[src/rtl/core/rtm_pkg.sv]
package rtm_pkg;

	// Field widths of the event and snapshot channels.
	localparam int unsigned REQ_W     = 4;
	localparam int unsigned WORD_W    = 32;
	localparam int unsigned STALE_W   = 8;
	localparam int unsigned IN_DATA_W = 64;
	localparam int unsigned OUT_DATA_W = 296;

	// Depth of the queue between decode and execution.
	localparam int unsigned QUEUE_DEPTH = 2;
	localparam int unsigned QUEUE_PTR_W = $clog2(QUEUE_DEPTH);
	localparam int unsigned QUEUE_CNT_W = $clog2(QUEUE_DEPTH + 1);

	// Configuration register indexes.
	localparam logic REG_OVERRUN_LIMIT = 1'b0;
	localparam logic REG_STALE_LIMIT   = 1'b1;

	// Reset values of the configuration registers.
	localparam logic [WORD_W-1:0]  OVERRUN_LIMIT_RST = 32'd168000;
	localparam logic [STALE_W-1:0] STALE_LIMIT_RST   = 8'd3;

	// Event request codes as they arrive on the input channel.
	localparam logic [REQ_W-1:0] REQ_START    = 4'd0;
	localparam logic [REQ_W-1:0] REQ_STOP     = 4'd1;
	localparam logic [REQ_W-1:0] REQ_TICK     = 4'd2;
	localparam logic [REQ_W-1:0] REQ_LINE     = 4'd3;
	localparam logic [REQ_W-1:0] REQ_MISMATCH = 4'd4;
	localparam logic [REQ_W-1:0] REQ_MARKER   = 4'd5;
	localparam logic [REQ_W-1:0] REQ_REF_RST  = 4'd6;
	localparam logic [REQ_W-1:0] REQ_ISR_END  = 4'd7;
	localparam logic [REQ_W-1:0] REQ_IMU_TIME = 4'd8;
	localparam logic [REQ_W-1:0] REQ_IMU_ERR  = 4'd9;

	// Internal operation after decode.
	typedef enum logic [3:0] {
		OP_NONE,
		OP_START,
		OP_STOP,
		OP_TICK,
		OP_LINE,
		OP_MISMATCH,
		OP_MARKER,
		OP_REF_RST,
		OP_ISR_END,
		OP_IMU_TIME,
		OP_IMU_ERR
	} op_t;

	// One decoded command as it sits in the queue.
	typedef struct packed {
		op_t               op;
		logic              over_limit;
		logic [WORD_W-1:0] pulse;
		logic [WORD_W-1:0] cycles;
	} cmd_t;

endpackage

[src/rtl/core/run_timing_monitor.sv]
// Run-timing diagnostics monitor.
// Input channel (s_*): one event request per transfer. s_tuser carries the
// request type, s_tdata the encoder pulse count and the measured cycle count.
// Output channel (m_*): one snapshot of all diagnostics per event, taken after
// the event was applied, plus the line-fresh and active flags.
// Configuration: cfg_we writes cfg_data into register cfg_index at the clock
// edge (0 overrun limit in cycles, 1 stale limit in ticks, low 8 bits).
// The user must write the registers only while no event is in flight; the block does not enforce it.
// With the queue empty and the output register free, a taken request is written
// into the queue, executed from its head and held in the output register on m_tvalid.
// Throughput: one event per cycle while m_tready stays high; each event is one
// compare-and-update of the state registers in the execution stage.
// A two-entry queue separates decode from execution, so a request is still
// taken while a result waits on m_tready. When the receiver stalls, the
// result stays in the output register and the queue fills; s_tready drops
// once it is full.
// Reset: the monitor is stopped, all counters and maxima are zero and both
// configuration registers return to their defaults (168000 and 3).
module run_timing_monitor #(
	parameter int COUNT_BITS = 32
) (
	input  logic                              clk,
	input  logic                              arst_n,
	input  logic                              s_tvalid,
	output logic                              s_tready,
	// [31:0] pulse, [63:32] cycles
	input  logic [rtm_pkg::IN_DATA_W-1:0]     s_tdata,
	// [3:0] req_type
	input  logic [rtm_pkg::REQ_W-1:0]         s_tuser,
	output logic                              m_tvalid,
	input  logic                              m_tready,
	// [31:0] max_line_interval, [63:32] stale_count, [95:64] mismatch_count,
	// [127:96] max_isr_cycles, [159:128] overrun_count, [191:160] max_imu_cycles,
	// [223:192] imu_error_count, [255:224] reset_delay_ticks,
	// [287:256] reset_pulse_delta, [288] reset_measured, [289] line_fresh,
	// [290] monitor_active, [295:291] zero
	output logic [rtm_pkg::OUT_DATA_W-1:0]    m_tdata,
	input  logic                              cfg_we,
	input  logic                              cfg_index,
	input  logic [rtm_pkg::WORD_W-1:0]        cfg_data
);
	import rtm_pkg::*;

	logic [WORD_W-1:0]  overrun_limit_q;
	logic [STALE_W-1:0] stale_limit_q;
	cmd_t               front_cmd;
	cmd_t               head_cmd;
	logic               queue_full;
	logic               queue_not_empty;
	logic               cmd_pop;
	logic               push;

	// Configuration registers.
	always_ff @(posedge clk or negedge arst_n) begin
		if (!arst_n) begin
			overrun_limit_q <= OVERRUN_LIMIT_RST;
			stale_limit_q   <= STALE_LIMIT_RST;
		end else if (cfg_we) begin
			if (cfg_index == REG_OVERRUN_LIMIT) begin
				overrun_limit_q <= cfg_data;
			end else begin
				stale_limit_q <= cfg_data[STALE_W-1:0];
			end
		end
	end

	assign s_tready = !queue_full;
	assign push     = s_tvalid && s_tready;

	// Decode of each request.
	rtm_front u_front (
		.req_type      (s_tuser),
		.pulse         (s_tdata[WORD_W-1:0]),
		.cycles        (s_tdata[2*WORD_W-1:WORD_W]),
		.overrun_limit (overrun_limit_q),
		.cmd           (front_cmd)
	);

	// Queue between decode and execution.
	rtm_queue u_queue (
		.clk       (clk),
		.arst_n    (arst_n),
		.push      (push),
		.push_cmd  (front_cmd),
		.full      (queue_full),
		.pop       (cmd_pop),
		.not_empty (queue_not_empty),
		.head_cmd  (head_cmd)
	);

	// Execution of events and the result register.
	rtm_back #(
		.COUNT_BITS (COUNT_BITS)
	) u_back (
		.clk         (clk),
		.arst_n      (arst_n),
		.stale_limit (stale_limit_q),
		.cmd_valid   (queue_not_empty),
		.cmd         (head_cmd),
		.cmd_pop     (cmd_pop),
		.m_tvalid    (m_tvalid),
		.m_tready    (m_tready),
		.m_tdata     (m_tdata)
	);

endmodule

[src/rtl/core/rtm_front.sv]
module rtm_front (
	input  logic [rtm_pkg::REQ_W-1:0]  req_type,
	input  logic [rtm_pkg::WORD_W-1:0] pulse,
	input  logic [rtm_pkg::WORD_W-1:0] cycles,
	input  logic [rtm_pkg::WORD_W-1:0] overrun_limit,
	output rtm_pkg::cmd_t              cmd
);
	import rtm_pkg::*;

	op_t op;

	// Map the raw request code onto an operation; unused codes do nothing.
	always_comb begin
		case (req_type)
			REQ_START:    op = OP_START;
			REQ_STOP:     op = OP_STOP;
			REQ_TICK:     op = OP_TICK;
			REQ_LINE:     op = OP_LINE;
			REQ_MISMATCH: op = OP_MISMATCH;
			REQ_MARKER:   op = OP_MARKER;
			REQ_REF_RST:  op = OP_REF_RST;
			REQ_ISR_END:  op = OP_ISR_END;
			REQ_IMU_TIME: op = OP_IMU_TIME;
			REQ_IMU_ERR:  op = OP_IMU_ERR;
			default:      op = OP_NONE;
		endcase
	end

	// The overrun compare is settled here so the back end only counts.
	always_comb begin
		cmd.op         = op;
		cmd.over_limit = (cycles > overrun_limit);
		cmd.pulse      = pulse;
		cmd.cycles     = cycles;
	end

endmodule

[src/rtl/core/rtm_queue.sv]
module rtm_queue (
	input  logic          clk,
	input  logic          arst_n,
	input  logic          push,
	input  rtm_pkg::cmd_t push_cmd,
	output logic          full,
	input  logic          pop,
	output logic          not_empty,
	output rtm_pkg::cmd_t head_cmd
);
	import rtm_pkg::*;

	cmd_t                   mem_q [QUEUE_DEPTH];
	logic [QUEUE_PTR_W-1:0] wr_ptr_q;
	logic [QUEUE_PTR_W-1:0] rd_ptr_q;
	logic [QUEUE_CNT_W-1:0] count_q;

	assign full      = (count_q == QUEUE_CNT_W'(QUEUE_DEPTH));
	assign not_empty = (count_q != '0);
	assign head_cmd  = mem_q[rd_ptr_q];

	// Storage of the queued commands.
	always_ff @(posedge clk) begin
		if (push) begin
			mem_q[wr_ptr_q] <= push_cmd;
		end
	end

	// Pointers wrap at the queue depth.
	always_ff @(posedge clk or negedge arst_n) begin
		if (!arst_n) begin
			wr_ptr_q <= '0;
			rd_ptr_q <= '0;
			count_q  <= '0;
		end else begin
			if (push) begin
				wr_ptr_q <= (wr_ptr_q == QUEUE_PTR_W'(QUEUE_DEPTH - 1)) ? '0 : wr_ptr_q + 1'b1;
			end
			if (pop) begin
				rd_ptr_q <= (rd_ptr_q == QUEUE_PTR_W'(QUEUE_DEPTH - 1)) ? '0 : rd_ptr_q + 1'b1;
			end
			if (push && !pop) begin
				count_q <= count_q + 1'b1;
			end else if (pop && !push) begin
				count_q <= count_q - 1'b1;
			end
		end
	end

endmodule

[src/rtl/core/rtm_back.sv]
module rtm_back #(
	parameter int COUNT_BITS = 32
) (
	input  logic                            clk,
	input  logic                            arst_n,
	input  logic [rtm_pkg::STALE_W-1:0]     stale_limit,
	input  logic                            cmd_valid,
	input  rtm_pkg::cmd_t                   cmd,
	output logic                            cmd_pop,
	output logic                            m_tvalid,
	input  logic                            m_tready,
	output logic [rtm_pkg::OUT_DATA_W-1:0]  m_tdata
);
	import rtm_pkg::*;

	localparam int CNT_W = (COUNT_BITS >= 32) ? 32 : COUNT_BITS;
	localparam logic [CNT_W-1:0] CNT_MAX = {CNT_W{1'b1}};

	// Recording state. Tick distances are kept as running ages.
	logic              active_q, active_n;
	logic              line_seen_q, line_seen_n;
	logic              marker_seen_q, marker_seen_n;
	logic              measured_q, measured_n;
	logic [WORD_W-1:0] line_age_q, line_age_n;
	logic [WORD_W-1:0] marker_age_q, marker_age_n;
	logic [WORD_W-1:0] marker_pulse_q, marker_pulse_n;
	logic [WORD_W-1:0] max_interval_q, max_interval_n;
	logic [WORD_W-1:0] max_isr_q, max_isr_n;
	logic [WORD_W-1:0] max_imu_q, max_imu_n;
	logic [WORD_W-1:0] delay_ticks_q, delay_ticks_n;
	logic [WORD_W-1:0] pulse_delta_q, pulse_delta_n;
	logic [CNT_W-1:0]  stale_cnt_q, stale_cnt_n;
	logic [CNT_W-1:0]  mismatch_cnt_q, mismatch_cnt_n;
	logic [CNT_W-1:0]  overrun_cnt_q, overrun_cnt_n;
	logic [CNT_W-1:0]  imu_err_cnt_q, imu_err_cnt_n;

	logic                  fresh_n;
	logic [OUT_DATA_W-1:0] snapshot;
	logic                  out_valid_q;
	logic [OUT_DATA_W-1:0] out_data_q;

	// A command leaves the queue when the output register is free or being taken.
	assign cmd_pop  = cmd_valid && (!out_valid_q || m_tready);
	assign m_tvalid = out_valid_q;
	assign m_tdata  = out_data_q;

	// Next-state logic for one event.
	always_comb begin
		active_n       = active_q;
		line_seen_n    = line_seen_q;
		marker_seen_n  = marker_seen_q;
		measured_n     = measured_q;
		line_age_n     = line_age_q;
		marker_age_n   = marker_age_q;
		marker_pulse_n = marker_pulse_q;
		max_interval_n = max_interval_q;
		max_isr_n      = max_isr_q;
		max_imu_n      = max_imu_q;
		delay_ticks_n  = delay_ticks_q;
		pulse_delta_n  = pulse_delta_q;
		stale_cnt_n    = stale_cnt_q;
		mismatch_cnt_n = mismatch_cnt_q;
		overrun_cnt_n  = overrun_cnt_q;
		imu_err_cnt_n  = imu_err_cnt_q;

		if (cmd.op == OP_START) begin
			active_n       = 1'b1;
			line_seen_n    = 1'b0;
			marker_seen_n  = 1'b0;
			measured_n     = 1'b0;
			line_age_n     = '0;
			marker_age_n   = '0;
			marker_pulse_n = '0;
			max_interval_n = '0;
			max_isr_n      = '0;
			max_imu_n      = '0;
			delay_ticks_n  = '0;
			pulse_delta_n  = '0;
			stale_cnt_n    = '0;
			mismatch_cnt_n = '0;
			overrun_cnt_n  = '0;
			imu_err_cnt_n  = '0;
		end else if (cmd.op == OP_STOP) begin
			active_n = 1'b0;
		end else if (active_q) begin
			case (cmd.op)
				OP_TICK: begin
					line_age_n   = line_age_q + 1'b1;
					marker_age_n = marker_age_q + 1'b1;
					if (line_age_n > max_interval_q) begin
						max_interval_n = line_age_n;
					end
					if (line_age_n >= WORD_W'(stale_limit) && stale_cnt_q != CNT_MAX) begin
						stale_cnt_n = stale_cnt_q + 1'b1;
					end
				end
				OP_LINE: begin
					if (line_age_q > max_interval_q) begin
						max_interval_n = line_age_q;
					end
					line_age_n  = '0;
					line_seen_n = 1'b1;
				end
				OP_MISMATCH: begin
					if (mismatch_cnt_q != CNT_MAX) begin
						mismatch_cnt_n = mismatch_cnt_q + 1'b1;
					end
				end
				OP_MARKER: begin
					// Only the first marker after start or after a measurement counts.
					if (!marker_seen_q) begin
						marker_age_n   = '0;
						marker_pulse_n = cmd.pulse;
						marker_seen_n  = 1'b1;
					end
				end
				OP_REF_RST: begin
					if (marker_seen_q) begin
						delay_ticks_n = marker_age_q;
						pulse_delta_n = cmd.pulse - marker_pulse_q;
						measured_n    = 1'b1;
						marker_seen_n = 1'b0;
					end
				end
				OP_ISR_END: begin
					if (cmd.cycles > max_isr_q) begin
						max_isr_n = cmd.cycles;
					end
					if (cmd.over_limit && overrun_cnt_q != CNT_MAX) begin
						overrun_cnt_n = overrun_cnt_q + 1'b1;
					end
				end
				OP_IMU_TIME: begin
					if (cmd.cycles > max_imu_q) begin
						max_imu_n = cmd.cycles;
					end
				end
				OP_IMU_ERR: begin
					if (imu_err_cnt_q != CNT_MAX) begin
						imu_err_cnt_n = imu_err_cnt_q + 1'b1;
					end
				end
				default: begin
				end
			endcase
		end
	end

	// Line freshness and the snapshot, both taken after the event.
	always_comb begin
		fresh_n  = !active_n || (line_seen_n && (line_age_n < WORD_W'(stale_limit)));
		snapshot = {
			5'b0,
			active_n,
			fresh_n,
			measured_n,
			pulse_delta_n,
			delay_ticks_n,
			WORD_W'(imu_err_cnt_n),
			max_imu_n,
			WORD_W'(overrun_cnt_n),
			max_isr_n,
			WORD_W'(mismatch_cnt_n),
			WORD_W'(stale_cnt_n),
			max_interval_n
		};
	end

	// State registers advance once per executed command.
	always_ff @(posedge clk or negedge arst_n) begin
		if (!arst_n) begin
			active_q       <= 1'b0;
			line_seen_q    <= 1'b0;
			marker_seen_q  <= 1'b0;
			measured_q     <= 1'b0;
			line_age_q     <= '0;
			marker_age_q   <= '0;
			marker_pulse_q <= '0;
			max_interval_q <= '0;
			max_isr_q      <= '0;
			max_imu_q      <= '0;
			delay_ticks_q  <= '0;
			pulse_delta_q  <= '0;
			stale_cnt_q    <= '0;
			mismatch_cnt_q <= '0;
			overrun_cnt_q  <= '0;
			imu_err_cnt_q  <= '0;
		end else if (cmd_pop) begin
			active_q       <= active_n;
			line_seen_q    <= line_seen_n;
			marker_seen_q  <= marker_seen_n;
			measured_q     <= measured_n;
			line_age_q     <= line_age_n;
			marker_age_q   <= marker_age_n;
			marker_pulse_q <= marker_pulse_n;
			max_interval_q <= max_interval_n;
			max_isr_q      <= max_isr_n;
			max_imu_q      <= max_imu_n;
			delay_ticks_q  <= delay_ticks_n;
			pulse_delta_q  <= pulse_delta_n;
			stale_cnt_q    <= stale_cnt_n;
			mismatch_cnt_q <= mismatch_cnt_n;
			overrun_cnt_q  <= overrun_cnt_n;
			imu_err_cnt_q  <= imu_err_cnt_n;
		end
	end

	// Output register holds the snapshot until the receiver takes it.
	always_ff @(posedge clk or negedge arst_n) begin
		if (!arst_n) begin
			out_valid_q <= 1'b0;
		end else if (cmd_pop) begin
			out_valid_q <= 1'b1;
		end else if (m_tready) begin
			out_valid_q <= 1'b0;
		end
	end

	always_ff @(posedge clk) begin
		if (cmd_pop) begin
			out_data_q <= snapshot;
		end
	end

	// A measurement can only appear through a reference reset.
	a_measured_source: assert property (@(posedge clk) disable iff (!arst_n)
		$rose(measured_q) |-> $past(cmd_pop && cmd.op == OP_REF_RST))
		else $error("measured flag set without a reference reset");

	// Ticks while stopped leave the stale count alone.
	a_idle_tick: assert property (@(posedge clk) disable iff (!arst_n)
		(cmd_pop && !active_q && cmd.op == OP_TICK) |=> $stable(stale_cnt_q))
		else $error("stale count moved while stopped");

	// A snapshot of a stopped monitor always reports the line as fresh.
	a_idle_fresh: assert property (@(posedge clk) disable iff (!arst_n)
		(out_valid_q && !out_data_q[290]) |-> out_data_q[289])
		else $error("line reported stale while stopped");

	// A new result only appears after a command was executed.
	a_out_source: assert property (@(posedge clk) disable iff (!arst_n)
		$rose(out_valid_q) |-> $past(cmd_pop))
		else $error("result without an executed command");

endmodule
[config.mk]
export PLATFORM = sky130hd
export DESIGN_NAME = run_timing_monitor
export DESIGN_NICKNAME = d
export VERILOG_FILES = /design/src/rtl/core/rtm_pkg.sv /design/src/rtl/core/run_timing_monitor.sv /design/src/rtl/core/rtm_front.sv /design/src/rtl/core/rtm_queue.sv /design/src/rtl/core/rtm_back.sv
export SDC_FILE = /design/constraint.sdc
export NUM_CORES = 2
export LEC_CHECK = 0
export ABC_CLOCK_PERIOD_IN_PS = 16350
export CORE_MARGIN = 4
export CORE_UTILIZATION = 61
export CTS_CLUSTER_DIAMETER = 150
export DETAILED_ROUTE_END_ITERATION = 12
export DONT_BUFFER_PORTS = 1
export PLACE_DENSITY_LB_ADDON = 0.12
export REMOVE_ABC_BUFFERS = 1
export SETUP_SLACK_MARGIN = 0.4
export SYNTH_ARGS = -nofsm -noshare
export SYNTH_HDL_FRONTEND = slang
export SYNTH_HIERARCHICAL = 1
export SYNTH_SLANG_ARGS = --single-unit
[constraint.sdc]
create_clock -name clk -period 16.35 [get_ports clk]
set_input_delay 0 -clock clk [delete_from_list [all_inputs] [get_ports clk]]
set_output_delay 0 -clock clk [all_outputs]
set_load 0.005 [all_outputs]
After elaboration in Yosys (flattened, before gate mapping)
Memory sizes are Yosys's and may differ from the RTL's.
Cells that the tools add are included.
{ "word_totals": {"ff_bits": 724, "ramBits": 138, "mem_bits_ro": 64, "out_inout_bits": 298, "wordCells": 171, "mem_count": 2} }
{ "mem_list": {"columns": ["memory", "words", "word_bits", "read_ports", "rd_clocked_by_memory_dff", "write_ports", "line", "rtl"], "rows": [
  ["u_queue.mem_q", 2, 69, 1, 0, 1, "rtm_queue.sv:13", "cmd_t mem_q [QUEUE_DEPTH];"],
  ["(name not given)", 16, 4, 1, 0, 0, "rtm_front.sv:14", "case (req_type)"]
]} }
{ "classes": {"add_sub_neg": 11, "order_cmp": 7, "n_eq_ne": 18, "mux": 83, "bitwise_logic": 1, "n_reduce_logical": 26} }
{ "ops": {"columns": ["cell", "n"], "rows": [
  ["32-bit 2-to-1 mux", 57],
  ["32-bit by 1-bit adder with 32-bit output, second input constant", 6],
  ["32-bit one-hot mux with 2 select lines", 3],
  ["32-bit > comparator", 5],
  ["32-bit != test, second input constant", 4],
  ["32-bit by 8-bit >= comparator with 1-bit output", 1],
  ["32-bit by 8-bit < comparator with 1-bit output", 1],
  ["32-bit subtractor", 1],
  ["1-bit 2-to-1 mux", 20],
  ["4-bit by 3-bit == test with 1-bit output, second input constant", 4],
  ["4-bit == test, second input constant", 3],
  ["5-bit AND reduction", 2],
  ["2-bit nonzero test", 5],
  ["4-bit by 2-bit == test with 1-bit output, second input constant", 2],
  ["1-bit logical AND", 7],
  ["3-bit nonzero test", 2],
  ["1-bit zero test", 5],
  ["4-bit by 1-bit == test with 1-bit output, second input constant", 1],
  ["2-bit 2-to-1 mux", 2],
  ["2-bit AND reduction", 2],
  ["4-bit AND reduction", 1],
  ["3-bit != test, second input constant", 1],
  ["1-bit adder, second input constant", 2],
  ["2-bit by 1-bit adder with 2-bit output, second input constant", 1],
  ["7 further kinds", 8]
]} }

Logic depth before layout (Yosys ltp)
An unclocked memory read counts as a cell.
{ "depth": {"word_depth": 9, "mapped_depth": 20} }

By module
The synthesis kept the hierarchy.
{ "by_module_without_submodules": {"columns": ["module", "n_inst", "cells_each", "area_each_um2", "seq_area_each_um2"], "rows": [
  ["rtm_back", 1, 3908, 37564.8, 18472.7],
  ["rtm_queue", 1, 231, 5520.3, 4244.1],
  ["run_timing_monitor", 1, 88, 1636.6, 1008.5],
  ["rtm_front", 1, 193, 1442.6, 0.0]
]} }

Worst setup path after synthesis
No wires, ideal clock.
{ "synth_path": {"path_type": "flip-flop to flip-flop", "from": "reg u_queue.count_q[0]", "to": "reg u_queue.count_q[1]", "arrival_time_ns": 10.561, "t_required_ns": 16.271, "slack_ns": 5.710, "path_stages_with_launch": 11, "path_buffers": 3, "synth_period_minus_slack_ns": 10.640, "path_cell_list": "dfrtp_1 or2_2 nand2_1 inv_1 clkbuf_1 clkbuf_1 clkbuf_1 inv_1 ha_1 nor2_1 xor2_1"} }
{ "synth_via": {"elab_cells_between_ends": 14, "classes_between": "2 x add/sub; 1 x eq/ne; 2 x mux; 9 x reduce/logical"} }
{ "synth_lines": {"columns": ["element", "line", "rtl"], "rows": [
  ["start: declaration", "rtm_queue.sv:16", "logic [QUEUE_CNT_W-1:0] count_q;"],
  ["start signal: assignment", "rtm_queue.sv:43", "count_q <= count_q + 1'b1;"],
  ["start signal: assignment", "rtm_queue.sv:45", "count_q <= count_q - 1'b1;"],
  ["2-bit nonzero test (*)", "rtm_queue.sv:19", "assign not_empty = (count_q != '0);"],
  ["via queue_not_empty", "run_timing_monitor.sv:49", "logic queue_not_empty;"],
  ["1-bit logical AND (*)", "rtm_back.sv:43", "assign cmd_pop = cmd_valid && (!out_valid_q || m_tready);"],
  ["via cmd_pop", "run_timing_monitor.sv:50", "logic cmd_pop;"],
  ["1-bit zero test", "rtm_queue.sv:42", "if (push && !pop) begin"],
  ["1-bit logical AND", "rtm_queue.sv:42", null],
  ["2-bit 2-to-1 mux / 2-bit nonzero test (equally long branches)", null, null]
]} }
The timed path passes the listed nets; every way through them passes the cells marked *. The select of a mux whose other input is x is not followed.
A chain may end at the register's enable or synchronous reset.

Final worst setup path
{ "layout_path": {"from": "reg u_back.line_age_q[0]", "to": "reg u_back.out_data_q[7] (netlist: u_back/m_tdata[7]) (data pin)"} }
{ "layout_via": {"elab_chain_len": 7, "elab_cells_between_ends": 9, "classes_between": "1 x add/sub; 2 x order compare; 6 x mux"} }
{ "layout_lines": {"columns": ["element", "line", "rtl"], "rows": [
  ["start: declaration", "rtm_back.sv:24", "logic [WORD_W-1:0] line_age_q, line_age_n;"],
  ["start signal: assignment", "rtm_back.sv:193", "line_age_q <= line_age_n;"],
  ["32-bit by 1-bit adder with 32-bit output", "rtm_back.sv:88", "line_age_n = line_age_q + 1'b1;"],
  ["32-bit > comparator", "rtm_back.sv:90", "if (line_age_n > max_interval_q) begin"],
  ["32-bit 2-to-1 mux", "rtm_back.sv:90", null],
  ["32-bit one-hot mux with 2 select lines (*)", "rtm_back.sv:86", "case (cmd.op)"],
  ["32-bit 2-to-1 mux (*)", "rtm_back.sv:85", "end else if (active_q) begin"],
  ["32-bit 2-to-1 mux (*)", "rtm_back.sv:83", "end else if (cmd.op == OP_STOP) begin"],
  ["32-bit 2-to-1 mux (*)", "rtm_back.sv:66", "if (cmd.op == OP_START) begin"],
  ["via u_back.max_interval_n[7]", "rtm_back.sv:27", "logic [WORD_W-1:0] max_interval_q, max_interval_n;"],
  ["end signal: assignment", "rtm_back.sv:221", "out_data_q <= snapshot;"],
  ["end: declaration", "rtm_back.sv:40", "logic [OUT_DATA_W-1:0] out_data_q;"]
]} }
The timed path passes the listed nets; every way through them passes the cells marked *.

==> impl_metrics.tcl <==
set metrics [dict create \
    hpwlAfterDp_mm 79.6 \
    maxSlewHeadroom 0.159 \
    ir_worst_vdd_mv 0.208 \
    fin_crit_sh 0.344 \
    path_class "reg2reg" \
    start_util 0.618 \
    yosysTopAreaCellShare 0.279 \
    p_leak_nw 20.7 \
    gp_congestion 0.987 \
    antenna_found_initial 6 \
    clkTransAtPathRegs_ps 60 \
    drv_slew 0 \
    numPortBuffers 0 \
    synth.avg_cell_area_um2 10.4 \
    critPathTopFamily "simple AND/OR/NAND/NOR gates" \
    cts_tree "built" \
    die_area_um2 80100 \
    worst_r2r_path_depth 15 \
    cts_sinks 862 \
    fillers 5599 \
    synth_warnings 6 \
    wl_per_cell_um 22.4 \
    synth_top_area_cell "edfxtp_1" \
    clock_latency_ps 640 \
    synth_ff_type "edfxtp_1" \
    path_max_fanout 31 \
    first_pass_iters 6 \
    violations "hold timing" \
    status "finished, violations left" \
    endpoint_kind "flop" \
    path_buf_inv 1 \
    synth.yosys.seq_area_share 0.514 \
    overflow 0 \
    clockBufferDepth 3 \
    num_vias 33919 \
    hold_viol_final 7 \
    startpoint_type "flop" \
    vias_per_cell 6.22 \
    tightest_slew_ps 1260 \
    yosys-top-cells-area "edfxtp_1 28%, dfrtp_1 23%, ha_1 5.9%" \
    power_density_nw_per_um2 163 \
    max_freq_mhz 178 \
    layout_setup_ws_ps 10720 \
    crit_cells 15 \
    ys_types 103 \
    cts_buffers 92 \
    drive_gt1_frac 0.0880 \
    cpPeakStageDelay_ps 620 \
    netlist_area_um2 46200 \
    synth_edf_count 429 \
    synth-seq-cells 862 \
    totalWireLength_mm 122 \
    grt_start_max_net_pins 434 \
    grt_pass1_wl_mm 191 \
    layout_min_cycle_time_ps 5630 \
    hp-class "in2async" \
    route.detailed.drc 0 \
    area_growth_pct 10.3 \
    cp_common_cell "ha_1" \
    htree_levels 3 \
    finClkSkew_ps 17.1 \
    grt_pass1_vias 32291 \
    nNetsFinal 4723 \
    cts_root_buffer "clkbuf_16" \
    required_ps 16710 \
    antenna_left 0 \
    post-route-util 0.682 \
    rsz0062_at_grt "false" \
    holdWs_ps -35.6 \
    dp_slack_ps 10910 \
    drv_cap 0 \
    ys_async_sr_fraction 0.502 \
    pin_count 404 \
    rows 100 \
    drtIter0Drc 3076 \
    post_cts_buffers 0 \
    grt_util_all_layers 0.298 \
    setup_viol 0 \
    total_power_mw 8.30 \
    placeableCoreArea_um2 74700 \
    die_y_um 283 \
    crit_arrival_ps 5990 \
    worstPathCellList "ha_1, and3_1, nand3_2, nor4_1, nand3_1, xnor2_1, ha_1, o21ai_0, a21oi_1, o32ai_1, nor2_4, buf_4, mux2_2, a22oi_1, o22ai_1" \
    cpMaxStageDelayCell "nor2_4" \
    fp.dieW_um 283 \
    netlist_instances 4420 \
]
cells in the final DEF (no fill, tap or decap), types with 76 or more instances in the layout:
cell / netlist / routed
a21oi_1: 200 / 198
a22o_1: 99 / 99
clkbuf_16: 0 / 95
dfrtp_1: 427 / 426
dlygate4sd3_1: 0 / 148
edfxtp_1: 429 / 429
ha_1: 217 / 217
inv_1: 222 / 221
mux2_4: 99 / 99
mux2i_1: 76 / 76
nand2_1: 536 / 534
nand3_1: 147 / 147
nor2_1: 360 / 355
o21ai_0: 309 / 308
xnor2_1: 106 / 106
xor2_1: 94 / 94
Yosys cell counts, types with 99 or more instances:
master / instances
edfxtp_1: 429
xnor2_1: 106
nand3_1: 147
mux2_4: 99
ha_1: 217
a22o_1: 99
nand2_1: 536
inv_1: 222
clkbuf_1: 185
dfrtp_1: 427
o21ai_0: 309
a21oi_1: 200
nor2_1: 360
worst paths after layout:
kind	start	end	slack, ps
min in group clk	s_tdata[62]	u_queue/mem_q[1][30]$_DFFE_PP_	40
max in group asynchronous	arst_n	overrun_limit_q[28]$_DFFE_PN0P_	14910
max	u_back/line_age_q[0]$_DFFE_PN0P_	u_back/m_tdata[7]$_DFFE_PP_	10720
min reg2reg	u_back/delay_ticks_q[14]$_DFFE_PN0P_	u_back/delay_ticks_q[14]$_DFFE_PN0P_	470
max reg2reg	u_back/line_age_q[0]$_DFFE_PN0P_	u_back/m_tdata[7]$_DFFE_PP_	10720
min	arst_n	u_back/pulse_delta_q[8]$_DFFE_PN0P_	-40
final cells by class:
type | instances | area [µm²] | area share
antenna | 6 | 15.0 | 0.000295
clock buffer | 126 | 2600 | 0.0511
clock inverter | 46 | 526 | 0.0103
inverter | 222 | 841 | 0.0165
multi-input combinational | 3023 | 20100 | 0.394
sequential | 862 | 23700 | 0.466
tap | 969 | 1210 | 0.0238
timing repair buffer | 198 | 1930 | 0.0379
layer usage:
metal,wire length [µm],vias to the layer above,track usage
li1,-,15769,-
met1,53200,16576,0.432
met2,55600,1364,0.458
met3,9950,208,0.0592
met4,3560,2,0.0901
met5,7,-,0
sequential cells by signal (all words and copies together) (netlist names), 2 cells and up:
name and cells:
overrun_limit_q 32, stale_limit_q 8, u_back/delay_ticks_q 32, u_back/imu_err_cnt_q 32, u_back/line_age_q 32, u_back/m_tdata 291, u_back/marker_age_q 32, u_back/marker_pulse_q 32
u_back/max_imu_q 32, u_back/max_interval_q 32, u_back/max_isr_q 32, u_back/mismatch_cnt_q 32, u_back/overrun_cnt_q 32, u_back/pulse_delta_q 32, u_back/stale_cnt_q 32, u_queue/count_q 2
u_queue/mem_q 138
power by group:
group | internal [mW] | leakage, nW | switching [mW]
Combinational | 0.981 | 9.22 | 1.74
Sequential | 3.00 | 9.93 | 0.442
Clock | 1.28 | 1.53 | 0.867
Total | 5.25 | 20.7 | 3.05
what timing repair did:
item,in CTS,in global routing
setup endpoints to repair,0,0
hold endpoints to repair,618,0
gates resized for setup,0,0
hold buffers,149,0
stage by stage:
step / cells / area [µm²] / setup TNS, ps / hold WS, ps
2_1_floorplan: 4107 / 44500 / -732910 / -296
5_1_grt: 5450 / 50900 / 0 / 4.66
6_report: 5452 / 50900 / 0 / -35.6
3_3_place_gp: 5123 / 46200 / 0 / -274
3_5_place_dp: 5123 / 46200 / 0 / -275
4_1_cts: 5444 / 50800 / 0 / 0.261
cells by family (layout without fill, tap and decap cells):
family | after synthesis | in the layout | synth area share
adders and majority gates | 218 | 218 | 0.0592
buffers and inverters | 539 | 592 | 0.0546
xor gates and xnor gates | 200 | 200 | 0.0379
and+or+nand+nor | 1433 | 1433 | 0.146
other | 1 | 11 | 0.0000812
AOI/OAI and AO/OA | 973 | 973 | 0.135
muxes | 194 | 194 | 0.0533
DFF | 862 | 862 | 0.514
No activity file was read; power rests on OpenSTA's default activity.
